File: src/design/wwmr_pkg.sv
`default_nettype none
// ----------------------------------------------------------------------------
// wwmr_pkg
// shared constants and types for the windowed waveform misfit residual core
// ----------------------------------------------------------------------------
package wwmr_pkg;

    localparam int DefMaxSamples = 4096;
    localparam int IdxW          = 13;
    localparam int DiffW         = 17;
    localparam int EnergyW       = 43;
    localparam int MisfitW       = 45;
    localparam int IntervalW     = 16;
    localparam int ResW          = 32;
    // denominator energy*interval
    localparam int DenW          = EnergyW + IntervalW;
    // dividend magnitude << 47
    localparam int NumW          = 64;
    localparam int QuotW         = 64;

    localparam logic [1:0] RegFirst    = 2'd0;
    localparam logic [1:0] RegLast     = 2'd1;
    localparam logic [1:0] RegCount    = 2'd2;
    localparam logic [1:0] RegInterval = 2'd3;

    // controller to datapath commands
    typedef struct packed {
        logic load;       // apply a load transaction
        logic rd;         // issue store read for drain
        logic mul;        // capture denominator product
        logic div_start;  // initialise divider
        logic div_step;   // one radix-16 divider step
        logic finish;     // form result
        logic clear;      // end of trace
    } wwmr_cmd_t;

    // datapath to controller status
    typedef struct packed {
        logic drain_last;
    } wwmr_stat_t;

endpackage : wwmr_pkg
`default_nettype wire

File: src/design/wwmr_ctrl.sv
`default_nettype none
// ----------------------------------------------------------------------------
// wwmr_ctrl
// sequencer for load and drain transactions and output handshake
// ----------------------------------------------------------------------------
module wwmr_ctrl (
    input  wire logic                 clk,
    input  wire logic                 rst_n,
    input  wire logic                 in_valid,
    output logic                      in_ready,
    input  wire logic                 operation,
    output logic                      out_valid,
    input  wire logic                 out_ready,
    input  wire wwmr_pkg::wwmr_stat_t stat,
    output wwmr_pkg::wwmr_cmd_t       cmd
);
    import wwmr_pkg::*;

    typedef enum logic [2:0] {
        S_IDLE, S_READ, S_START, S_DIV, S_FIN, S_WAIT
    } state_t;

    state_t      state_reg, state_next;
    logic [3:0]  step_reg, step_next;
    logic        ov_reg, ov_next;
    logic        fin_last_reg, fin_last_next;

    logic in_fire;
    assign in_ready  = (state_reg == S_IDLE);
    assign in_fire   = in_valid && in_ready;
    assign out_valid = ov_reg;

    always_comb
    begin
        state_next    = state_reg;
        step_next     = step_reg;
        ov_next       = ov_reg && !out_ready;
        fin_last_next = fin_last_reg;
        cmd           = '0;
        unique case (state_reg)
            S_IDLE:
            begin
                if (in_fire)
                begin
                    if (operation == 1'b0)
                        cmd.load = 1'b1;
                    else
                    begin
                        cmd.rd     = 1'b1;
                        cmd.mul    = 1'b1;
                        state_next = S_READ;
                    end
                end
            end
            S_READ:
            begin
                cmd.div_start = 1'b1;
                fin_last_next = stat.drain_last;
                step_next     = '0;
                state_next    = S_DIV;
            end
            S_START:
            begin
                state_next = S_DIV;
            end
            S_DIV:
            begin
                cmd.div_step = 1'b1;
                step_next    = step_reg + 4'd1;
                if (step_reg == 4'd15)
                    state_next = S_WAIT;
            end
            S_WAIT:
            begin
                if (!ov_reg || out_ready)
                    state_next = S_FIN;
            end
            S_FIN:
            begin
                cmd.finish = 1'b1;
                cmd.clear  = fin_last_reg;
                ov_next    = 1'b1;
                state_next = S_IDLE;
            end
            default: state_next = S_IDLE;
        endcase
    end

    always_ff @(posedge clk or negedge rst_n)
    begin
        if (!rst_n)
        begin
            state_reg    <= S_IDLE;
            step_reg     <= '0;
            ov_reg       <= 1'b0;
            fin_last_reg <= 1'b0;
        end
        else
        begin
            state_reg    <= state_next;
            step_reg     <= step_next;
            ov_reg       <= ov_next;
            fin_last_reg <= fin_last_next;
        end
    end
endmodule : wwmr_ctrl
`default_nettype wire
File: config.mk
export PLATFORM = sky130hd
export DESIGN_NAME = wwmr_ctrl
export DESIGN_NICKNAME = d
export VERILOG_FILES = /design/src/design/wwmr_pkg.sv /design/src/design/wwmr_ctrl.sv
export SDC_FILE = /design/constraint.sdc
export NUM_CORES = 1
export LEC_CHECK = 0
export BUFFER_PORTS_ARGS = -buffer_cell sky130_fd_sc_hd__buf_2
export CORE_AREA = 2 2 39 41
export CTS_BUF_LIST = sky130_fd_sc_hd__clkbuf_16
export CTS_CLUSTER_DIAMETER = 120
export CTS_CLUSTER_SIZE = 12
export DETAILED_ROUTE_END_ITERATION = 16
export DIE_AREA = 0 0 41 43
export PLACE_DENSITY = 0.61
export SETUP_SLACK_MARGIN = 0.1
export SLEW_MARGIN = 20
export SYNTH_ARGS = -nofsm -noshare
export SYNTH_HDL_FRONTEND = slang
export SYNTH_SLANG_ARGS = --single-unit
File: constraint.sdc
create_clock -name clk -period 1.35 [get_ports clk]
set_input_delay 0.27 -clock clk [delete_from_list [all_inputs] [get_ports clk]]
set_output_delay 0.27 -clock clk [all_outputs]
set_load 0.02 [all_outputs]
# --- Word level (Yosys, flattened, before mapping) ---
# Index checks and enable logic that the tools add are counted.
op_classes:
  n_eq_ne: 10
  bitwise_logic: 0
  addsub: 1
  div: 0
  multipliers: 0
  shifts: 0
  n_lt_le_gt_ge: 0
  n_mux: 14
  n_reduce_logical: 9
op_table:
  columns: ["operator", "n"]
  rows:
  - ["two-way mux 3 bit", 6]
  - ["case mux 3 bit (4 select lines)", 1]
  - ["case mux 4 bit (2 select lines)", 1]
  - ["equality test 3 x 2 -> 1 bit, second input constant", 2]
  - ["equality test 3 bit, second input constant", 2]
  - ["adder 4 x 1 -> 4 bit, second input constant", 1]
  - ["equality test 4 bit, second input constant", 1]
  - ["two-way mux 1 bit", 4]
  - ["two-way mux 2 bit", 2]
  - ["inequality test 2 x 1 -> 1 bit, second input constant", 2]
  - ["inequality test 2 bit, second input constant", 2]
  - ["AND reduction 4 bit", 1]
  - ["equality test 3 x 1 -> 1 bit, second input constant", 1]
  - ["zero test 3 bit", 1]
  - ["logical AND 1 bit", 2]
  - ["zero test 1 bit", 2]
  - ["nonzero test 2 bit", 1]
  - ["OR reduction 2 bit", 1]
  - ["logical OR 1 bit", 1]
word_totals:
  rom_bits: 0
  regBits: 9
  elab_cells: 38
  inputBits: 6
  mem_bits_rw: 0
  memories: 0
  output_inout_bits: 9
  latchBits: 0

# --- Logic depth before layout (Yosys ltp) ---
# Gate-level depths: netlist of run 1.
depth:
  word_depth: 4
  mapped_depth: 4
  mapped_depth_nobuf: 4

# --- Worst setup path before layout of run 1 ---
# OpenSTA, ideal clock, no wires.
synth_path:
  path_type: "register to output"
  start: "register state_reg[1]"
  end: "output cmd[5] (netlist name)"
  path_buffers: 2
  setup_slack_ps: -629
  t_required_ps: 1080
  stages_incl_launch_ff: 5
  arrival_time_ps: 1709
  cell_sequence: "dfrtp_1 clkbuf_1 nor3_1 and3_1 buf_4"
synth_rtl:
  columns: ["element", "line_no", "text"]
  rows:
  - ["start: declaration", "wwmr_ctrl.sv:23", "state_t state_reg, state_next;"]
  - ["start signal: assignment", "wwmr_ctrl.sv:100", "state_reg <= state_next;"]
  - ["end: declaration", "wwmr_ctrl.sv:15", "output wwmr_pkg::wwmr_cmd_t cmd"]

==> flow_summary.ini, run 1 <==
[worst_setup_path]
setup.worst_path.class = flip-flop to output pin
start_kind = flip-flop
crit_arrival_ns = 1.23
critPathCaptureType = output pin
cp_num_buf_inv = 3
critPathLaunch = state_reg[1]
critPathTopFamily = buffers and inverters
r2r.worst_path.cells = 5
worst-path-stages = 4
rrSetupSlack_ns = -0.04
worstReg2RegEnd = fin_last_reg
crit_top_cell = buf_4
max_stage_delay_ns = 0.43
slowest_stage = dfrtp_2
rr_startpoint = state_reg[1]
cp.required_ns = 1.08
worstSetupEndpoint = cmd[3]
crit_path_max_fanout = 6
critical_path.cell_chain = buf_4 -> buf_4 -> nor2_4 -> buf_6

[sta]
rsz0062_at_grt = true
max_freq_mhz = 664.9
drv_slew = 0
tns_ns = -0.7338
hold_viol = 0
maxSlewHeadroom_pct = 86.04
worstMarginPinSlew_ns = 0.2094
min_period_ns = 1.504
finalCritPeriodShare_pct = 111.4
fin_ws_ns = -0.1541
fin_worst_skew_ns = 0.003082
setup_viol = 9

[run]
cap_violations = 0

[final_layout]
largest_reg_flops = 4
fin_area_um2 = 830.8
drive_above_1_share_pct = 61.84
syn_to_final_growth_pct = 72.47
fin_util_pct = 60.04
nNetsFinal = 84
stdcell_count = 92
n_antenna_cell = 0
fill_cells = 122

[place]
hpwl_um = 717.2
place_congestion = 0.6902
placed_cell_area_um2 = 606.8
port_buffers = 14
dp_cells = 80

[floorplan]
core_um2 = 1384
fp.dieH_um = 43
die_x_um = 41
initial_utilization_pct = 34.81
die_area_um2 = 1763
ioPinCount = 15
num_rows = 14

[clock_tree]
clk_latency_ns = 0.23
cts_sinks = 9
clkTransAtPathRegs_ns = 0.04
root_buffer = clkbuf_16
cts_buffers = 3
cts_tree = built
htree_levels = 1
cts_max_path_buffers = 2

[synthesis]
synth_warnings = 0
synth-main-ff-cell = dfrtp_1
synth-edff-count = 0
synth_area_per_cell_um2 = 9.634
yosysSeqAreaShare_pct = 46.75
synthTopCellsByArea = dfrtp_1 (47%), and3_1 (5.2%), mux2_2 (4.7%)
synth_area_um2 = 481.7
synth.largest_area_cell = dfrtp_1
synth_nets = 57
synthCells = 50
synth_cell_type_count = 23
synthTopCellsByCount = dfrtp_1 (9), nand2_1 (5), and3_1 (4), nor2_1 (4)
synth-seq-cells = 9
yosys.cell_count.top_type = dfrtp_1
async_flop_share_pct = 100.0
yosysTopAreaCellShare_pct = 46.75

[power]
max-vdd-ir-drop_mv = 1.244
p_per_area_nw_per_um2 = 1986
power.leakage_nw = 0.3970
finalPower_mw = 1.650

[drt]
viasPerCell = 5.033
vias = 463
drc = 0
drt_iter0_markers = 2
routed_wl_um = 1207
postRouteAntennaNets = 0
wl_per_cell_um = 13.12
dr.pass1.iters = 3

[global_route]
grt_pass1_vias = 452
track_usage_pct = 17.06
grt_max_degree = 10
grt_antenna_before_repair = 0
gr-total-overflow = 0
grt_pass1_wl_um = 1911

[worst_hold_path]
min_path_type = input port to flip-flop

[run_status]
status = complete, but fails checks
violations = setup timing
[cells by family (layout without fill, tap and decap cells)]
group / after synthesis / in the layout / share of synthesized area, %
AND/OR/NAND/NOR: 27 / 27 / 31.43
flip-flops: 9 / 9 / 46.75
AO/OA/AOI/OAI: 6 / 6 / 7.012
buffers and inverters: 4 / 30 / 5.453
multiplexers: 3 / 3 / 6.753
adder cells (fa/ha/maj): 1 / 1 / 2.597
[area by class of cell]
class | instances | area, um^2 | share of cell area [%]
clock buffers | 3 | 75.07 | 9.036
clock inverters | 1 | 3.754 | 0.4518
inverters | 1 | 3.754 | 0.4518
multi-input cells | 37 | 301.5 | 36.30
flip-flops and latches | 9 | 229.0 | 27.56
well taps | 16 | 20.02 | 2.410
repair buffers | 25 | 197.7 | 23.80
[worst register-to-register path, cell delays in order, from the launching register on]
cell     delay [ns]
dfrtp_2        0.43
buf_4          0.16
buf_4          0.16
nor2_4         0.12
buf_4          0.12
mux2_4         0.28
[placed cells by master, fill, tap and decap left out, types with 2 or more instances in the layout]
| cell type | n |
|---|---|
| buf_2 | 9 |
| buf_6 | 8 |
| buf_4 | 7 |
| dfrtp_1 | 6 |
| nor2_4 | 3 |
| and3_1 | 3 |
| nand2_1 | 3 |
| clkbuf_16 | 3 |
| dfrtp_2 | 3 |
| nand2_2 | 2 |
| nand2b_1 | 2 |
| o21ai_0 | 2 |
| nor2b_1 | 2 |
| nand3_1 | 2 |
[where the power goes]
group,leakage (nW),switching (mW),internal [mW],total (mW)
Clock,0.0423,0.132,0.387,0.519
Sequential,0.103,0.100,0.372,0.472
Combinational,0.251,0.293,0.366,0.659
[layer usage]
layer  part of all wire, %  GRT usage [%]
met5                     0              0
met4                   1.8          12.00
met3                   3.4          4.712
met2                    55          25.94
met1                    39          19.33
[stage by stage]
step           hold WS [ns]  worst slack (ns)
6_report             0.2672           -0.1541
5_1_grt              0.2706           -0.2049
4_1_cts              0.2692           -0.1311
3_5_place_dp         0.1344           0.04402
3_3_place_gp         0.1355           0.07280
2_1_floorplan      -0.02559           -0.1246
[worst min-delay path by stage]
stage	from	to	slack, ns	cells past startpoint
finish	stat	fin_last_reg	0.27	2
global route	stat	fin_last_reg	0.27	2
CTS	stat	fin_last_reg	0.27	2
detailed placement	rst_n	out_valid	0.13	1
global placement	rst_n	out_valid	0.14	1
floorplan	rst_n	fin_last_reg	-0.03	0
[repair_timing]
item | in CTS | in global routing
pin swaps | 2 | 4
endpoints found under the setup margin | 9 | 12
buffers inserted | 4 | 3
gates resized for setup | 12 | 16
hold buffers | 1 | 0
hold endpoints to repair | 9 | 0
Power figures use the tool's default switching activity.
==> run 2, diff against run 1 <==
--- a/config.mk
+++ b/config.mk
@@ -12,7 +12,9 @@
 export CTS_CLUSTER_SIZE = 12
 export DETAILED_ROUTE_END_ITERATION = 16
 export DIE_AREA = 0 0 41 43
+export GPL_TIMING_DRIVEN = 0
 export PLACE_DENSITY = 0.61
+export REMOVE_ABC_BUFFERS = 1
 export SETUP_SLACK_MARGIN = 0.1
 export SLEW_MARGIN = 20
 export SYNTH_ARGS = -nofsm -noshare
==> run 2 against run 1 <==
Compared with the run above:
- the run still ends with setup timing left
- setup slack gained 0.021 ns
- sequential cell count unchanged
- first-iteration DRC count rose to 4.5 times the previous value
- sequential power is 1% higher
- final cell count grew 2.2%
- power shrank 1.0%
- combinational power decreased by 3.5%
- global-route usage fell by 0.20 points
==> flow_summary.ini, run 2 (synthesis results as in run 1) <==
[place]
port_buffers = 14
place_congestion = 0.7554
placed_cell_area_um2 = 549.3
hpwl_um = 672

[sta]
hold_viol = 0
fin_worst_skew_ns = 0.001453
setup_viol = 8
rsz0062_at_grt = true
maxSlewHeadroom_pct = 85.04
max_freq_mhz = 674.5
drv_slew = 0
worstMarginPinSlew_ns = 0.2244
fin_ws_ns = -0.1326
min_period_ns = 1.483
finalCritPeriodShare_pct = 109.8

[global_route]
grt_max_degree = 10
grt_pass1_wl_um = 1918
grt_antenna_before_repair = 0
track_usage_pct = 16.85
grt_pass1_vias = 443
gr-total-overflow = 0

[drt]
drt_iter0_markers = 9
routed_wl_um = 1249
drc = 0
wl_per_cell_um = 13.29
viasPerCell = 5.000
dr.pass1.iters = 3
vias = 470
postRouteAntennaNets = 0

[worst_setup_path]
setup.worst_path.class = flip-flop to output pin
worstReg2RegEnd = step_reg[3]
crit_arrival_ns = 1.21
rr_startpoint = state_reg[1]
critPathCaptureType = output pin
critical_path.cell_chain = nor3_4 -> and3_4 -> buf_6
rrSetupSlack_ns = 0.01
max_stage_delay_ns = 0.43
crit_path_max_fanout = 3
slowest_stage = dfrtp_2
start_kind = flip-flop
r2r.worst_path.cells = 6
cp.required_ns = 1.08

[run_status]
violations = setup timing
status = complete, but fails checks

[clock_tree]
clkTransAtPathRegs_ns = 0.04
cts_max_path_buffers = 2
cts_tree = built
clk_latency_ns = 0.24
htree_levels = 1
cts_buffers = 3
cts_sinks = 9
root_buffer = clkbuf_16

[final_layout]
fill_cells = 115
fin_util_pct = 59.86
largest_reg_flops = 4
n_antenna_cell = 0
nNetsFinal = 86
syn_to_final_growth_pct = 71.95
fin_area_um2 = 828.3
final_common_cell = buf_4
ff_latch_area_um2 = 229.0
drive_above_1_share_pct = 56.41
multi_input_area_um2 = 279.0
final_cell_mix = buf_4 (10), buf_2 (8), buf_6 (8), dfrtp_1 (6), nand2_1 (5)

[worst_hold_path]
min_path_type = input port to flip-flop
min-delay-start = stat
min_to = fin_last_reg
hold_depth = 2

[floorplan]
initial_utilization_pct = 34.81
die_area_um2 = 1763
die_x_um = 41
core_um2 = 1384
fp.dieH_um = 43
ioPinCount = 15
num_rows = 14

[power]
power.leakage_nw = 0.4014
p_per_area_nw_per_um2 = 1972
max-vdd-ir-drop_mv = 1.013

[run]
cap_violations = 0
==> run 2: cell count changes in the layout (fill, tap and decap cells not counted), sizes merged <==
cell,change
buf,+2
==> run 2: cell type report <==
class	instances	area share (%)
multi-input combinational	37	33.69
timing repair buffer	27	25.98
inverter	1	0.7553
sequential	9	27.64
tap	16	2.417
clock buffer	3	9.063
clock inverter	1	0.4532
==> run 2: routing by layer <==
metal	part of all wire [%]	global-route usage, %	wire (um)	vias to the layer above
li1	-	-	-	231
met1	44	21.67	545	221
met2	49	23.75	618	14
met3	2.7	0.5236	34	4
met4	4.0	16.00	50	0
met5	0	0	0	-
==> run 2: critical path: cells and delay by family, from the launching register on <==
family                 cells  cell delay [ns]
buffers and inverters      1             0.11
AND/OR/NAND/NOR            2             0.43
flip-flops                 1             0.43
==> run 2: worst max-delay path by stage <==
stage | from | endpoint | slack, ns | cells after the start
2_1_floorplan | state_reg[1] | cmd[4] | -0.47 | 2
4_1_cts | state_reg[1] | cmd[5] | -0.12 | 3
5_1_grt | state_reg[0] | cmd[4] | -0.19 | 3
3_5_place_dp | state_reg[1] | cmd[5] | -0.07 | 3
6_report | state_reg[0] | cmd[4] | -0.13 | 3
3_3_place_gp | state_reg[1] | cmd[4] | -0.06 | 3
==> run 2: through the flow <==
step           setup TNS, ns  setup slack (ns)  hold slack [ns]  power, mW  instances
6_report             -0.6966           -0.1326           0.2679      1.633         94
3_5_place_dp         -0.1547          -0.06585           0.1348     0.8297         77
3_3_place_gp         -0.1363          -0.05684           0.1341     0.8134         77
2_1_floorplan         -1.425           -0.4742         -0.02559     0.7258         47
4_1_cts              -0.5722           -0.1155           0.2697      1.504         91
5_1_grt               -1.116           -0.1935           0.2824      1.739         94
==> run 2: repair_timing <==
item | 4_1_cts | 5_1_grt
hold buffers | 1 | 0
pin swaps | 5 | 7
buffers inserted | 9 | 3
setup endpoints to repair | 10 | 10
hold endpoints to repair | 9 | 0
gates resized for setup | 19 | 12
==> run 2: power breakdown <==
group	internal, mW	switching, mW
Sequential	0.372	0.105
Combinational	0.359	0.277
Clock	0.387	0.132
Total	1.12	0.515
==> run 3, diff against run 2 <==
--- a/config.mk
+++ b/config.mk
@@ -6,14 +6,15 @@
 export NUM_CORES = 1
 export LEC_CHECK = 0
 export BUFFER_PORTS_ARGS = -buffer_cell sky130_fd_sc_hd__buf_2
-export CORE_AREA = 2 2 39 41
+export CORE_AREA = 2 2 41 43
 export CTS_BUF_LIST = sky130_fd_sc_hd__clkbuf_16
 export CTS_CLUSTER_DIAMETER = 120
 export CTS_CLUSTER_SIZE = 12
 export DETAILED_ROUTE_END_ITERATION = 16
-export DIE_AREA = 0 0 41 43
+export DIE_AREA = 0 0 43 45
 export GPL_TIMING_DRIVEN = 0
-export PLACE_DENSITY = 0.61
+export HOLD_SLACK_MARGIN = 0.12
+export PLACE_DENSITY = 0.56
 export REMOVE_ABC_BUFFERS = 1
 export SETUP_SLACK_MARGIN = 0.1
 export SLEW_MARGIN = 20
==> run 3 against run 2 <==
Compared with the run above:
- the run still ends with setup timing left
- sequential cell count did not move
- clock power grew 1%
- hold slack worse by 0.0033 ns
- largest cell class unchanged
- non-clock buffer count is 3 lower
- register-to-register slack got worse by 0.02 ns
- setup slack gained 0.022 ns
- power shrank 3.5%
- cell area down 6.3%
- wire length down 7.8%
- highest routed layer unchanged
==> flow_summary.ini, run 3 (synthesis results as in run 1) <==
[run_status]
status = complete, but fails checks
violations = setup timing

[worst_setup_path]
cp.required_ns = 1.08
start_kind = flip-flop
crit_path_max_fanout = 3
critPathCaptureType = output pin
crit_arrival_ns = 1.19
setup.worst_path.class = flip-flop to output pin
rrSetupSlack_ns = -0.01

[global_route]
grt_max_degree = 10
gr-total-overflow = 0
grt_antenna_before_repair = 0
track_usage_pct = 13.08
grt_pass1_vias = 423
grt_pass1_wl_um = 1787

[final_layout]
final_cell_mix = buf_4 (10), buf_2 (9), dfrtp_1 (6), nand2_1 (5)
largest_reg_flops = 4
n_antenna_cell = 0
fill_cells = 138
syn_to_final_growth_pct = 61.04
ff_latch_area_um2 = 229.0
nNetsFinal = 83
final_common_cell = buf_4
drive_above_1_share_pct = 50.67
fin_util_pct = 52.72
multi_input_area_um2 = 269.0

[drt]
dr.pass1.iters = 2
postRouteAntennaNets = 0
wl_per_cell_um = 12.66
drt_iter0_markers = 11
vias = 471
drc = 0
routed_wl_um = 1152
viasPerCell = 5.176

[sta]
rsz0062_at_grt = true
setup_viol = 8
maxSlewHeadroom_pct = 85.13
hold_viol = 0
tns_ns = -0.5454
holdWs_ns = 0.2646
worstMarginPinSlew_ns = 0.2231
finalCritPeriodShare_pct = 108.2
fin_ws_ns = -0.1108
drv_slew = 0
min_period_ns = 1.461
fin_worst_skew_ns = 0.0003053
max_freq_mhz = 684.6

[floorplan]
core_um2 = 1471
die_area_um2 = 1935
fp.dieH_um = 45
num_rows = 14
die_x_um = 43
ioPinCount = 15
initial_utilization_pct = 32.74

[clock_tree]
cts_buffers = 3
cts_max_path_buffers = 2
root_buffer = clkbuf_16
cts_tree = built
clkTransAtPathRegs_ns = 0.04
clk_latency_ns = 0.24
cts_sinks = 9
htree_levels = 1

[run]
cap_violations = 0

[place]
preCtsSetupSlack_ns = -0.08217
place_congestion = 0.7310
port_buffers = 14

[power]
p_per_area_nw_per_um2 = 2032
max-vdd-ir-drop_mv = 0.9614
power.leakage_nw = 0.3908

[worst_hold_path]
min_path_type = input port to flip-flop
## run 3: stage by stage
step | instance area [um^2] | instances | power (mW)
final | 775.7 | 91 | 1.576
after global routing | 775.7 | 91 | 1.662
after CTS | 744.5 | 91 | 1.492
after detailed placement | 549.3 | 77 | 0.8266
after global placement | 549.3 | 77 | 0.8162
after floorplan | 459.2 | 47 | 0.7258
## run 3: where the power goes
| part | total [mW] | leakage, nW | internal, mW | switching [mW] |
|---|---|---|---|---|
| combinational | 0.579 | 0.245 | 0.324 | 0.255 |
| sequential | 0.473 | 0.103 | 0.372 | 0.100 |
| clock | 0.525 | 0.0423 | 0.388 | 0.137 |
## run 3: final timing paths
path,from,endpoint,cells after the start
hold reg to reg,step_reg[1],step_reg[1],2
setup reg to reg,state_reg[2],step_reg[3],4
max in group asynchronous,rst_n,state_reg[2],2
setup / recovery,state_reg[0],cmd[5],3
hold / removal,stat,fin_last_reg,2
min in group asynchronous,rst_n,step_reg[3],2
## run 3: critical path, stage by stage (launching register included)
cell and delay (ns):
dfrtp_2 0.43, nor3_4 0.20, and3_1 0.19, buf_4 0.14
## run 3: layer usage
metal  up-vias  routed length, um  share of wire [%]  global-route usage [%]
met5         -                  0                  0                       0
met3         5                 54                4.7                   1.200
met4         0                 44                3.8                   12.73
met1       230                508                 44                   14.86
li1        223                  -                  -                       -
met2        13                544                 47                   21.52
## run 3: what timing repair did
item / 4_1_cts / 5_1_grt
setup buffers: 9 / 0
resized for setup: 15 / 8
gates cloned: 0 / 0
endpoints found under the hold margin: 9 / 0
hold buffers: 1 / 0
pin swaps: 5 / 2
endpoints found under the setup margin: 10 / 11
## run 3: cell type report
type / count / share of cell area [%]
Clock buffer: 3 / 9.677
Clock inverter: 1 / 0.4839
Inverter: 1 / 0.4839
Multi-Input combinational cell: 37 / 34.68
Sequential cell: 9 / 29.52
Tap cell: 16 / 2.581
Timing Repair Buffer: 24 / 22.58
